--- src/sv/etb_pkg.sv ---
`timescale 1ns / 1ps
// ----------------------------------------------------------------------------
// etb_pkg
// Shared types and codes for the elapsed timer bank: request and response
// beats, operation modes and the stamp memory command.
// ----------------------------------------------------------------------------
package etb_pkg;

   localparam int TICK_W  = 16;
   localparam int BYTE_W  = 8;
   localparam int MODE_W  = 3;
   localparam int INDEX_W = 3;

   // Operation codes carried in the mode field.
   localparam logic [MODE_W-1:0] MODE_TICK    = 3'd0;
   localparam logic [MODE_W-1:0] MODE_SYNC    = 3'd1;
   localparam logic [MODE_W-1:0] MODE_RESTART = 3'd2;
   localparam logic [MODE_W-1:0] MODE_READ    = 3'd3;
   localparam logic [MODE_W-1:0] MODE_CHECK   = 3'd4;

   typedef struct packed {
      logic [MODE_W-1:0]  mode;
      logic [INDEX_W-1:0] timer_index;
      logic [TICK_W-1:0]  limit;
   } req_payload_type;

   typedef struct packed {
      logic [TICK_W-1:0] elapsed;
      logic              expired;
   } rsp_payload_type;

   // One access to the stamp memory.
   typedef struct packed {
      logic rd_en;
      logic wr_en;
   } stamp_cmd_type;

endpackage

--- src/sv/etb_stamp_mem.sv ---
`timescale 1ns / 1ps
// ----------------------------------------------------------------------------
// etb_stamp_mem
// Start stamp storage: a single-port synchronous memory with a registered
// read. Per-entry valid bits make entries read as zero until written.
// ----------------------------------------------------------------------------
module etb_stamp_mem #(
   parameter int DEPTH = 8,
   parameter int AW    = 3
) (
   input  logic                          clock,
   input  logic                          reset,
   input  etb_pkg::stamp_cmd_type        cmd,
   input  logic [AW-1:0]                 addr,
   input  logic [etb_pkg::TICK_W-1:0]    wr_data,
   output logic [etb_pkg::TICK_W-1:0]    rd_data
);

   logic [etb_pkg::TICK_W-1:0] mem [DEPTH];
   logic [etb_pkg::TICK_W-1:0] rd_raw_ff;
   logic                       rd_valid_ff;
   logic [DEPTH-1:0]           valid_ff;

   // Array write and registered read.
   always_ff @(posedge clock) begin
      if (cmd.wr_en) begin
         mem[addr] <= wr_data;
      end
      if (cmd.rd_en) begin
         rd_raw_ff   <= mem[addr];
         rd_valid_ff <= valid_ff[addr];
      end
   end

   // Valid bits stand in for clearing the array at reset.
   always_ff @(posedge clock) begin
      if (reset) begin
         valid_ff <= '0;
      end else if (cmd.wr_en) begin
         valid_ff[addr] <= 1'b1;
      end
   end

   // An entry that was never written reads as zero.
   assign rd_data = rd_valid_ff ? rd_raw_ff : '0;

endmodule

--- src/sv/elapsed_timer_bank_unit.sv ---
`timescale 1ns / 1ps
// ----------------------------------------------------------------------------
// elapsed_timer_bank_unit
// Bank of elapsed-time timers that share one 16-bit tick counter.
// ----------------------------------------------------------------------------
// Tick, sync and restart beats produce no response. Read and check beats
// fetch the start stamp from the single-port stamp memory in the accept
// cycle and enter the access state, where the elapsed value is formed,
// compared and, on expiry, written back once the output register is free;
// no new beat is accepted while a read or check is in the access state. A
// finished response sits in an output register, and new beats are accepted
// while it waits; only a second read or check stalls until the first is taken.
// Stamps read as zero after reset without any clearing pass.
module elapsed_timer_bank_unit #(
   parameter int TIMER_COUNT = 8
) (
   input  logic                     clock,
   input  logic                     reset,
   input  logic                     req_valid,
   output logic                     req_ready,
   input  etb_pkg::req_payload_type req_data,
   output logic                     rsp_valid,
   input  logic                     rsp_ready,
   output etb_pkg::rsp_payload_type rsp_data
);

   localparam int AW = (TIMER_COUNT > 1) ? $clog2(TIMER_COUNT) : 1;

   localparam logic ST_IDLE   = 1'b0;
   localparam logic ST_ACCESS = 1'b1;

   logic                       state_ff, state_in;
   logic [etb_pkg::TICK_W-1:0] live_ff, live_in;
   logic [etb_pkg::TICK_W-1:0] visible_ff, visible_in;
   logic [etb_pkg::BYTE_W-1:0] last_low_ff, last_low_in;

   // Held request for the access cycle.
   logic [AW-1:0]              addr_ff;
   logic                       in_range_ff;
   logic                       is_check_ff;
   logic [etb_pkg::TICK_W-1:0] limit_ff;

   logic                       rsp_valid_ff, rsp_valid_in;
   etb_pkg::rsp_payload_type   rsp_data_ff;

   logic                       accept;
   logic                       req_in_range;
   logic                       rsp_free;
   logic                       finish;
   logic [etb_pkg::TICK_W-1:0] stamp_rd;
   logic [etb_pkg::TICK_W-1:0] stamp;
   logic [etb_pkg::TICK_W-1:0] elapsed;
   logic                       expired;
   etb_pkg::stamp_cmd_type     cmd;
   logic [AW-1:0]              mem_addr;

   assign req_ready    = (state_ff == ST_IDLE);
   assign accept       = req_valid && req_ready;
   assign req_in_range = (32'(req_data.timer_index) < TIMER_COUNT);
   assign rsp_free     = !rsp_valid_ff || rsp_ready;
   assign finish       = (state_ff == ST_ACCESS) && rsp_free;

   // Elapsed value and expiry for the held request.
   assign stamp   = in_range_ff ? stamp_rd : '0;
   assign elapsed = visible_ff - stamp;
   assign expired = is_check_ff && (elapsed > limit_ff);

   // Stamp memory access: fetch or restart on accept, write back on expiry.
   always_comb begin
      cmd.rd_en = 1'b0;
      cmd.wr_en = 1'b0;
      mem_addr  = addr_ff;
      if (accept) begin
         mem_addr = AW'(req_data.timer_index);
         unique case (req_data.mode)
            etb_pkg::MODE_RESTART: cmd.wr_en = req_in_range;
            etb_pkg::MODE_READ, etb_pkg::MODE_CHECK: cmd.rd_en = 1'b1;
            default: ;
         endcase
      end else if (finish) begin
         cmd.wr_en = expired && in_range_ff;
      end
   end

   etb_stamp_mem #(
      .DEPTH (TIMER_COUNT),
      .AW    (AW)
   ) u_stamp_mem (
      .clock   (clock),
      .reset   (reset),
      .cmd     (cmd),
      .addr    (mem_addr),
      .wr_data (visible_ff),
      .rd_data (stamp_rd)
   );

   // Counters and control next state.
   always_comb begin
      state_in     = state_ff;
      live_in      = live_ff;
      visible_in   = visible_ff;
      last_low_in  = last_low_ff;
      rsp_valid_in = rsp_valid_ff && !rsp_ready;
      if (accept) begin
         unique case (req_data.mode)
            etb_pkg::MODE_TICK: live_in = live_ff + 16'd1;
            etb_pkg::MODE_SYNC: begin
               if (live_ff[etb_pkg::BYTE_W-1:0] != last_low_ff) begin
                  last_low_in = live_ff[etb_pkg::BYTE_W-1:0];
                  visible_in  = live_ff;
               end
            end
            etb_pkg::MODE_READ, etb_pkg::MODE_CHECK: state_in = ST_ACCESS;
            default: ;
         endcase
      end
      if (finish) begin
         state_in     = ST_IDLE;
         rsp_valid_in = 1'b1;
      end
   end

   always_ff @(posedge clock) begin
      if (reset) begin
         state_ff     <= ST_IDLE;
         live_ff      <= '0;
         visible_ff   <= '0;
         last_low_ff  <= '0;
         rsp_valid_ff <= 1'b0;
      end else begin
         state_ff     <= state_in;
         live_ff      <= live_in;
         visible_ff   <= visible_in;
         last_low_ff  <= last_low_in;
         rsp_valid_ff <= rsp_valid_in;
      end
   end

   // Request fields held for the access cycle, and the response beat.
   always_ff @(posedge clock) begin
      if (accept) begin
         addr_ff     <= AW'(req_data.timer_index);
         in_range_ff <= req_in_range;
         is_check_ff <= (req_data.mode == etb_pkg::MODE_CHECK);
         limit_ff    <= req_data.limit;
      end
      if (finish) begin
         rsp_data_ff.elapsed <= elapsed;
         rsp_data_ff.expired <= expired;
      end
   end

   assign rsp_valid = rsp_valid_ff;
   assign rsp_data  = rsp_data_ff;

   // A read or check always moves on to the access cycle.
   a_access_follows: assert property (@(posedge clock) disable iff (reset)
      accept && (req_data.mode == etb_pkg::MODE_READ ||
                 req_data.mode == etb_pkg::MODE_CHECK) |=> state_ff == ST_ACCESS)
      else $error("read or check did not enter the access cycle");

   // A response appears only at the end of an access cycle.
   a_rsp_from_access: assert property (@(posedge clock) disable iff (reset)
      $rose(rsp_valid_ff) |-> $past(state_ff == ST_ACCESS))
      else $error("response raised outside an access cycle");

   // Stamp writes target only timers that exist.
   a_write_in_range: assert property (@(posedge clock) disable iff (reset)
      cmd.wr_en |-> ((accept && req_in_range) || (!accept && in_range_ff)))
      else $error("stamp write to a timer beyond the bank");

   // A tick advances the live counter by exactly one.
   a_tick_step: assert property (@(posedge clock) disable iff (reset)
      accept && req_data.mode == etb_pkg::MODE_TICK |=>
         live_ff == 16'($past(live_ff) + 16'd1))
      else $error("tick did not advance the live counter");

   // A read never reports expiry.
   a_read_not_expired: assert property (@(posedge clock) disable iff (reset)
      finish && !is_check_ff |=> !rsp_data_ff.expired)
      else $error("read response flagged as expired");

endmodule
--- config.mk ---
export PLATFORM = sky130hd
export DESIGN_NAME = elapsed_timer_bank_unit
export DESIGN_NICKNAME = d
export VERILOG_FILES = /design/src/sv/etb_pkg.sv /design/src/sv/etb_stamp_mem.sv /design/src/sv/elapsed_timer_bank_unit.sv
export SDC_FILE = /design/constraint.sdc
export NUM_CORES = 1
export LEC_CHECK = 0
export BUFFER_PORTS_ARGS = -buffer_cell sky130_fd_sc_hd__buf_2
export CORE_UTILIZATION = 40
export CTS_CLUSTER_SIZE = 14
export DETAILED_ROUTE_END_ITERATION = 10
export MAX_ROUTING_LAYER = met4
export SLEW_MARGIN = 20
export SYNTH_ARGS = -nofsm -noshare
export SYNTH_HDL_FRONTEND = slang
export SYNTH_SLANG_ARGS = --single-unit
--- constraint.sdc ---
create_clock -name clock -period 7 [get_ports clock]
set_input_delay 0.35 -clock clock [delete_from_list [all_inputs] [get_ports clock]]
set_output_delay 0.35 -clock clock [all_outputs]
set_load 0.01 [all_outputs]
==> results of run 1 <==
-- power by group through the flow --
stage	clock network [W]	logic, W	registers [W]
after global placement	0	0.000257	0.00149
after floorplan	0	0.000187	0.00149
after CTS	0.00118	0.000265	0.00146
after global routing	0.00123	0.000297	0.00146
final	0.00115	0.000264	0.00146
after detailed placement	0	0.000259	0.00149
-- cell usage in the layout (no fill, tap or decap), types with 8 or more instances in the layout --
cell                            count
sky130_fd_sc_hd__nand4_1            8
sky130_fd_sc_hd__clkbuf_16         23
sky130_fd_sc_hd__clkbuf_1          10
sky130_fd_sc_hd__mux2i_1           19
sky130_fd_sc_hd__dfxtp_1           45
sky130_fd_sc_hd__buf_4             14
sky130_fd_sc_hd__edfxtp_1         179
sky130_fd_sc_hd__nor2_1            62
sky130_fd_sc_hd__dlygate4sd3_1     15
sky130_fd_sc_hd__xor2_1            24
sky130_fd_sc_hd__a211oi_1          15
sky130_fd_sc_hd__xnor2_1            9
sky130_fd_sc_hd__a21oi_1           37
sky130_fd_sc_hd__o21ai_0           12
sky130_fd_sc_hd__ha_1              33
sky130_fd_sc_hd__nand3_1           78
sky130_fd_sc_hd__buf_2             44
sky130_fd_sc_hd__nand2_1          151
sky130_fd_sc_hd__inv_1             25
-- through the flow --
| step | util (%) | total power [W] | worst slack [ps] | hold WS, ps |
|---|---|---|---|---|
| 6_report | 47.2 | 0.00288 | 1780 | 29.2 |
| 5_1_grt | 47.2 | 0.00299 | 1370 | 12.0 |
| 3_3_place_gp | 43.5 | 0.00175 | 1840 | 492 |
| 2_1_floorplan | - | 0.00168 | 1890 | 449 |
| 3_5_place_dp | 43.5 | 0.00175 | 1760 | 505 |
| 4_1_cts | 47.1 | 0.00291 | 1750 | 0.277 |
-- cell type report --
type / instances / area, sq um / share of cell area [%]
flip-flops and latches: 224 / 6280 / 56.1
multi-input cells: 532 / 3210 / 28.8
clock buffers: 37 / 668 / 5.98
repair buffers: 73 / 475 / 4.25
well taps: 319 / 399 / 3.57
inverters: 28 / 105 / 0.940
clock inverters: 5 / 40.0 / 0.358
-- metal layers --
| metal | GRT usage, % | share of wire (%) | vias up |
|---|---|---|---|
| li1 | - | - | 3092 |
| met1 | 24.9 | 48 | 3002 |
| met2 | 27.9 | 45 | 165 |
| met3 | 3.12 | 5.2 | 35 |
| met4 | 5.31 | 2.5 | 0 |
| met5 | - | 0 | - |
-- final timing paths --
| path | cells past startpoint | start | end | slack, ps |
|---|---|---|---|---|
| hold reg to reg | 2 | live_ff[15] | live_ff[15] | 510 |
| hold / removal | 1 | req_data[0] | limit_ff[0] | 30 |
| setup / recovery | 17 | u_stamp_mem.rd_valid_ff | u_stamp_mem.mem[1][3] | 1780 |
| setup reg to reg | 17 | u_stamp_mem.rd_valid_ff | u_stamp_mem.mem[1][3] | 1780 |
-- logic make-up (layout without fill, tap and decap cells) --
logic type / after synthesis / after routing
AO/OA/AOI/OAI: 106 / 106
XOR/XNOR: 33 / 33
adder cells (fa/ha/maj): 34 / 34
buffers and inverters: 64 / 143
flip-flops: 224 / 224
multiplexers: 22 / 22
AND/OR/NAND/NOR: 337 / 337
-- repair_timing --
action | CTS | global route
hold buffers | 13 | 2
hold endpoints to repair | 13 | 2
gates resized for setup | 0 | 0
-- flip-flops by register name, indices dropped and copies added, names as in the netlist --
| register | count |
|---|---|
| rsp_valid | 1 |
| rsp_data | 17 |
| u_stamp_mem.rd_raw_ff | 16 |
| visible_ff | 16 |
| live_ff | 16 |
| state_ff | 1 |
| u_stamp_mem.rd_valid_ff | 1 |
| u_stamp_mem.mem | 128 |
| is_check_ff | 1 |
| addr_ff | 3 |
| limit_ff | 16 |
| u_stamp_mem.valid_ff | 8 |
==> impl_metrics.prom, run 1 <==
# TYPE chip_impl_metric gauge
chip_impl_info{name="status",value="finished clean"} 1
chip_impl_metric{name="p_comb_share",unit="%"} 9.2
chip_impl_info{name="critical_path.slowest_cell",value="sky130_fd_sc_hd__edfxtp_1"} 1
chip_impl_metric{name="pin_count_of_the_biggest_net_entering_global_routing",unit=""} 50
chip_impl_metric{name="synth_xor_xnor_area_share",unit="%"} 2.96
chip_impl_info{name="synth_ff_type",value="sky130_fd_sc_hd__edfxtp_1"} 1
chip_impl_metric{name="power.switching",unit="W"} 0.000676
chip_impl_metric{name="design.portCount",unit=""} 45
chip_impl_metric{name="power-per-cell-area",unit="nW/um^2"} 257
chip_impl_metric{name="place.gp.congestion",unit=""} 0.808
chip_impl_info{name="yosys-top-cells-count",value="sky130_fd_sc_hd__edfxtp_1, sky130_fd_sc_hd__nand2_1, sky130_fd_sc_hd__nand3_1"} 1
chip_impl_metric{name="worst_skew_pair.late_latency",unit="ps"} 520
chip_impl_metric{name="synth_seq_area_share",unit="%"} 64.3
chip_impl_metric{name="synth_compound_area_share",unit="%"} 7.17
chip_impl_info{name="tritoncts",value="built"} 1
chip_impl_metric{name="worstPathRequired",unit="ps"} 7220
chip_impl_metric{name="postRouteAntennaNets",unit=""} 0
chip_impl_info{name="crit_path_start_kind",value="flop"} 1
chip_impl_metric{name="number_of_flops_mapped_to_enable_cells_by_yosys",unit=""} 179
chip_impl_info{name="dominant_combinational_cell_family_by_area_after_synthesis",value="simple AND/OR/NAND/NOR gates"} 1
chip_impl_metric{name="timing.max_slew.rel_slack",unit="%"} 37.6
chip_impl_metric{name="die-height",unit="microns"} 158
chip_impl_metric{name="floorplan.initialDensity",unit="%"} 41.2
chip_impl_metric{name="ys_warn_count",unit=""} 0
chip_impl_metric{name="setup-tns-final",unit="ps"} 0
chip_impl_metric{name="worstPathMaxFanout",unit=""} 16
chip_impl_metric{name="tritoncts_buffer_count",unit=""} 23
chip_impl_metric{name="crit_arrival",unit="ps"} 5440
chip_impl_metric{name="intPower",unit="W"} 0.00220
chip_impl_metric{name="syn_inst",unit=""} 820
chip_impl_metric{name="max_stage_delay",unit="ps"} 600
chip_impl_metric{name="totalWireLength",unit="microns"} 21500
chip_impl_metric{name="layout.nets",unit=""} 942
chip_impl_metric{name="cts-htree-levels",unit=""} 1
chip_impl_metric{name="antenna_cells",unit=""} 0
chip_impl_metric{name="report.final.slew_viol_count",unit=""} 0
chip_impl_metric{name="syn_nets",unit=""} 880
chip_impl_metric{name="first_global_vias",unit=""} 6034
chip_impl_metric{name="fmax",unit="MHz"} 192
chip_impl_info{name="clock-root-buffer",value="sky130_fd_sc_hd__clkbuf_16"} 1
chip_impl_metric{name="worst_pin_slew",unit="ps"} 935
chip_impl_metric{name="postSynthAreaPerCell",unit="sq um"} 11.9
chip_impl_info{name="critical-path-top-delay-family",value="compound AO/OA/AOI/OAI gates"} 1
chip_impl_metric{name="globalRouteOverflowTotal",unit=""} 0
chip_impl_metric{name="core-area",unit="sq um"} 23700
chip_impl_metric{name="layout-drive-gt1-share",unit="%"} 12.1
chip_impl_metric{name="critical_path.n_buffers_inverters",unit=""} 2
chip_impl_metric{name="clock_sinks",unit=""} 224
chip_impl_metric{name="fillCellCount",unit=""} 2209
chip_impl_metric{name="final_design_area_no_fill",unit="sq um"} 11200
chip_impl_metric{name="grt_first_pass_wirelength",unit="microns"} 33500
chip_impl_metric{name="io_buffer_count",unit=""} 44
chip_impl_metric{name="avgRoutedWirePerCell",unit="microns"} 17.6
chip_impl_info{name="worstSetupEndpointType",value="flop"} 1
chip_impl_metric{name="postSynthRegisterBits",unit=""} 224
chip_impl_metric{name="ir_drop",unit="mV"} 0.158
chip_impl_info{name="yosysMostFrequentCell",value="sky130_fd_sc_hd__edfxtp_1"} 1
chip_impl_metric{name="synth-simple-area-share",unit="%"} 15.4
chip_impl_metric{name="report.final.setup_viol",unit=""} 0
chip_impl_metric{name="cts_setup_buffers",unit=""} 0
chip_impl_metric{name="place_hpwl",unit="microns"} 13800
chip_impl_metric{name="dr_pass1_iterations",unit=""} 4
chip_impl_metric{name="synth-adder-area-share",unit="%"} 4.44
chip_impl_info{name="rsz_0062_raised_after_global_routing",value="false"} 1
chip_impl_metric{name="die_footprint",unit="sq um"} 25000
chip_impl_metric{name="drv.max_cap_violation_count",unit=""} 0
chip_impl_metric{name="yosysUniqueCellTypes",unit=""} 54
chip_impl_metric{name="layout_min_cycle_time",unit="ps"} 5220
chip_impl_metric{name="synthesis.area",unit="sq um"} 9750
chip_impl_metric{name="hold_viol",unit=""} 0
chip_impl_metric{name="place.detailed.instances",unit=""} 1161
chip_impl_metric{name="floorplan.die.width",unit="microns"} 158
chip_impl_metric{name="synth_top_cell_area_share",unit="%"} 55.1
chip_impl_metric{name="seq_power_share",unit="%"} 50.8
chip_impl_metric{name="clkTransAtPathRegs",unit="ps"} 60
chip_impl_metric{name="synth.mux.area_fraction",unit="%"} 2.64
chip_impl_metric{name="netSwitchingFraction",unit="%"} 23.5
chip_impl_info{name="hold_path_class",value="primary input to flop"} 1
chip_impl_metric{name="finalClockSkew",unit="ps"} 8.92
chip_impl_info{name="yosys.area.top_type",value="sky130_fd_sc_hd__edfxtp_1"} 1
chip_impl_metric{name="vias",unit=""} 6294
chip_impl_metric{name="power_frac_clock",unit="%"} 40.0
chip_impl_metric{name="rows",unit=""} 56
chip_impl_info{name="largest_cells_by_area_after_synthesis",value="sky130_fd_sc_hd__edfxtp_1, sky130_fd_sc_hd__dfxtp_1, sky130_fd_sc_hd__nand2_1, sky130_fd_sc_hd__ha_1, sky130_fd_sc_hd__nand3_1"} 1
chip_impl_metric{name="fin_crit_sh",unit="%"} 74.6
chip_impl_metric{name="syn2layout_area_growth",unit="%"} 14.6
chip_impl_metric{name="max-clock-path-buffers",unit=""} 3
chip_impl_info{name="cp_cell_sequence",value="and2_1, ha_1, inv_1, fa_1, a21oi_1, o21ai_0, a211o_1, a31oi_1, o21ai_0, xor2_1, ha_1, nand4_1, a2111o_1, a41oi_2, a31oi_1, nor2_1, buf_4"} 1
chip_impl_metric{name="async_reset_ff_share",unit="%"} 0
chip_impl_info{name="timing.setup.critical_path_class",value="flop to flop"} 1
chip_impl_metric{name="route.detailed.drc",unit=""} 0
chip_impl_metric{name="instances_no_fill",unit=""} 1218
chip_impl_metric{name="gr-usage-all-layers",unit="%"} 18.3
chip_impl_metric{name="placed_cell_area",unit="sq um"} 10300
chip_impl_metric{name="number_of_antenna_violations_at_the_first_check_in_global_routing",unit=""} 0
chip_impl_metric{name="drt-vias-per-instance",unit=""} 5.17
chip_impl_metric{name="leakage",unit="nW"} 4.09
chip_impl_metric{name="drt_initial_violations",unit=""} 450
Power figures use the tool's default switching activity.
==> run 2: changes to the inputs <==
- clock period: 7 -> 4.7 ns (I/O delays scaled with it)
==> run 2 against run 1 <==
Effect of this change:
- non-clock buffer count up 25
- clock power up 61%
- setup slack worse by 1500 ps
- cell count up 2.3%
- sequential share of layout area down 1.5 points
- combinational power up 57%
- total power up 54%
- die area unchanged
- design area up 2.8%
- clock-buffer cell count down 2
- core utilization up 1.3 points
- wire length up 5.6%
- largest power group unchanged
==> impl_metrics.prom, run 2 (synthesis gave the netlist of run 1 again) <==
# TYPE chip_impl_metric gauge
chip_impl_metric{name="place.gp.congestion",unit=""} 0.839
chip_impl_metric{name="fmax",unit="MHz"} 225
chip_impl_metric{name="setup-tns-final",unit="ps"} 0
chip_impl_metric{name="core-area",unit="sq um"} 23700
chip_impl_metric{name="layout.nets",unit=""} 969
chip_impl_metric{name="fin_util",unit="%"} 48.5
chip_impl_metric{name="layout_min_cycle_time",unit="ps"} 4450
chip_impl_metric{name="totalWireLength",unit="microns"} 22700
chip_impl_metric{name="tritoncts_buffer_count",unit=""} 25
chip_impl_metric{name="final_design_area_no_fill",unit="sq um"} 11500
chip_impl_metric{name="max-clock-path-buffers",unit=""} 3
chip_impl_metric{name="min_path_cells",unit=""} 4
chip_impl_metric{name="design.portCount",unit=""} 45
chip_impl_info{name="final_common_cell",value="sky130_fd_sc_hd__edfxtp_1"} 1
chip_impl_metric{name="ff2ff_path_depth",unit=""} 16
chip_impl_metric{name="rows",unit=""} 56
chip_impl_metric{name="leakage",unit="nW"} 4.26
chip_impl_metric{name="drv.max_cap_violation_count",unit=""} 0
chip_impl_metric{name="floorplan.initialDensity",unit="%"} 41.2
chip_impl_metric{name="worstPathRequired",unit="ps"} 4910
chip_impl_metric{name="instances_no_fill",unit=""} 1246
chip_impl_metric{name="drt_initial_violations",unit=""} 512
chip_impl_metric{name="timing.max_slew.rel_slack",unit="%"} 45.5
chip_impl_metric{name="place.detailed.instances",unit=""} 1184
chip_impl_metric{name="clkTransAtPathRegs",unit="ps"} 50
chip_impl_metric{name="hold_viol",unit=""} 0
chip_impl_metric{name="gr-usage-all-layers",unit="%"} 19.3
chip_impl_metric{name="worst_pin_slew",unit="ps"} 817
chip_impl_metric{name="die_footprint",unit="sq um"} 25000
chip_impl_metric{name="report.final.slew_viol_count",unit=""} 0
chip_impl_metric{name="layout-drive-gt1-share",unit="%"} 15.3
chip_impl_info{name="critical_path.slowest_cell",value="sky130_fd_sc_hd__fa_1"} 1
chip_impl_metric{name="power_frac_clock",unit="%"} 41.7
chip_impl_metric{name="io_buffer_count",unit=""} 44
chip_impl_info{name="cp_cell_sequence",value="buf_4, nand2_1, fa_1, a21oi_1, o21ai_0, a211o_1, a31oi_1, o21ai_0, xor2_1, ha_1, nand4_1, a2111o_1, a41oi_4, a31oi_2, nor3_2, buf_4"} 1
chip_impl_metric{name="floorplan.die.width",unit="microns"} 158
chip_impl_info{name="tritoncts",value="built"} 1
chip_impl_metric{name="hold_ws",unit="ps"} 43.0
chip_impl_metric{name="crit_arrival",unit="ps"} 4660
chip_impl_info{name="crit_path_start_kind",value="flop"} 1
chip_impl_metric{name="power-per-cell-area",unit="nW/um^2"} 387
chip_impl_metric{name="globalRouteOverflowTotal",unit=""} 0
chip_impl_metric{name="report.final.setup_viol",unit=""} 0
chip_impl_metric{name="vias",unit=""} 6472
chip_impl_metric{name="seq_power_share",unit="%"} 49.0
chip_impl_metric{name="antenna_cells",unit=""} 0
chip_impl_info{name="status",value="finished clean"} 1
chip_impl_metric{name="first_global_vias",unit=""} 6185
chip_impl_metric{name="clock_sinks",unit=""} 224
chip_impl_info{name="worstSetupEndpointType",value="flop"} 1
chip_impl_metric{name="fin_crit_sh",unit="%"} 94.6
chip_impl_metric{name="place_hpwl",unit="microns"} 15500
chip_impl_metric{name="die-height",unit="microns"} 158
chip_impl_metric{name="route.detailed.drc",unit=""} 0
chip_impl_metric{name="grt_first_pass_wirelength",unit="microns"} 35400
chip_impl_metric{name="finalClockSkew",unit="ps"} 17.8
chip_impl_metric{name="cts-htree-levels",unit=""} 1
chip_impl_metric{name="drt-vias-per-instance",unit=""} 5.19
chip_impl_info{name="hold_path_class",value="primary input to flop"} 1
chip_impl_metric{name="worstPathMaxFanout",unit=""} 15
chip_impl_metric{name="power.switching",unit="W"} 0.00104
chip_impl_info{name="timing.setup.critical_path_class",value="flop to flop"} 1
chip_impl_info{name="final_cell_mix",value="sky130_fd_sc_hd__edfxtp_1, sky130_fd_sc_hd__nand2_1, sky130_fd_sc_hd__nand3_1"} 1
chip_impl_metric{name="worst_skew_pair.late_latency",unit="ps"} 520
chip_impl_metric{name="ir_drop",unit="mV"} 0.204
chip_impl_metric{name="pin_count_of_the_biggest_net_entering_global_routing",unit=""} 48
chip_impl_metric{name="number_of_antenna_violations_at_the_first_check_in_global_routing",unit=""} 0
chip_impl_metric{name="dr_pass1_iterations",unit=""} 5
chip_impl_metric{name="max_stage_delay",unit="ps"} 430
chip_impl_metric{name="largest_register_ff_count",unit=""} 128
chip_impl_metric{name="path_depth",unit=""} 16
chip_impl_metric{name="p_comb_share",unit="%"} 9.3
chip_impl_metric{name="avgRoutedWirePerCell",unit="microns"} 18.2
chip_impl_metric{name="critical_path.n_buffers_inverters",unit=""} 2
chip_impl_info{name="register_bank_with_the_most_flops",value="u_stamp_mem.mem"} 1
chip_impl_metric{name="postRouteAntennaNets",unit=""} 0
chip_impl_metric{name="syn2layout_area_growth",unit="%"} 17.8
chip_impl_metric{name="intPower",unit="W"} 0.00340
chip_impl_metric{name="netSwitchingFraction",unit="%"} 23.5
chip_impl_metric{name="placed_cell_area",unit="sq um"} 10500
chip_impl_info{name="critical-path-top-delay-family",value="compound AO/OA/AOI/OAI gates"} 1
chip_impl_info{name="clock-root-buffer",value="sky130_fd_sc_hd__clkbuf_16"} 1
-- run 2: cell types whose count changed in the layout (fill, tap and decap cells not counted), moves of 2 or more --
| cell | before | now |
|---|---|---|
| sky130_fd_sc_hd__a31oi_1 | 6 | 4 |
| sky130_fd_sc_hd__a31oi_2 | 0 | 2 |
| sky130_fd_sc_hd__buf_4 | 14 | 36 |
| sky130_fd_sc_hd__buf_6 | 0 | 2 |
| sky130_fd_sc_hd__clkbuf_1 | 10 | 6 |
| sky130_fd_sc_hd__clkbuf_16 | 23 | 25 |
| sky130_fd_sc_hd__clkinv_1 | 0 | 4 |
| sky130_fd_sc_hd__clkinv_2 | 4 | 2 |
| sky130_fd_sc_hd__clkinvlp_4 | 0 | 2 |
| sky130_fd_sc_hd__nor2_1 | 62 | 60 |
| sky130_fd_sc_hd__nor2_2 | 2 | 4 |
-- run 2: path summary, 6_finish.rpt --
check        slack, ps                     from                     end
max reg2reg        250  u_stamp_mem.rd_valid_ff  u_stamp_mem.mem[4][15]
min                 40                rsp_ready                state_ff
max                250  u_stamp_mem.rd_valid_ff  u_stamp_mem.mem[4][15]
min reg2reg        510              live_ff[15]             live_ff[15]
-- run 2: final cells by class --
cell class,instances,area (sq um)
timing repair buffer,98,673
clock buffer,35,703
clock inverter,10,78.8
tap,319,399
multi-input combinational,532,3260
fill,2170,12200
inverter,28,105
sequential,224,6280
-- run 2: stage by stage --
stage          power [W]  setup WS (ps)
2_1_floorplan    0.00250           -412
3_3_place_gp     0.00261            328
3_5_place_dp     0.00262            217
4_1_cts          0.00448            177
5_1_grt          0.00460          -9.82
6_report         0.00444            252
-- run 2: worst min-delay path, cell delays in order --
cell and delay (ps):
sky130_fd_sc_hd__buf_2 70, sky130_fd_sc_hd__nor2b_1 70, sky130_fd_sc_hd__nand2_1 70, sky130_fd_sc_hd__a21oi_1 50
-- run 2: power groups by stage --
| stage | clock network, W | registers (W) | logic, W |
|---|---|---|---|
| 5_1_grt | 0.00196 | 0.00218 | 0.000458 |
| 4_1_cts | 0.00189 | 0.00218 | 0.000410 |
| 3_3_place_gp | 0 | 0.00222 | 0.000395 |
| 3_5_place_dp | 0 | 0.00222 | 0.000397 |
| 6_report | 0.00185 | 0.00218 | 0.000414 |
| 2_1_floorplan | 0 | 0.00222 | 0.000279 |
-- run 2: what timing repair did --
item,CTS,global route
buffers inserted,0,1
hold buffers,16,0
gates resized for setup,0,9
endpoints found under the hold margin,16,0
setup endpoints to repair,0,119
-- run 2: routing by layer --
layer / routed length [microns] / global-route usage [%] / vias to the layer above
li1: - / - / 3145
met2: 10000 / 29.0 / 191
met5: 0 / - / -
met1: 10700 / 27.1 / 3110
met4: 328 / 4.08 / 0
met3: 1610 / 3.61 / 26
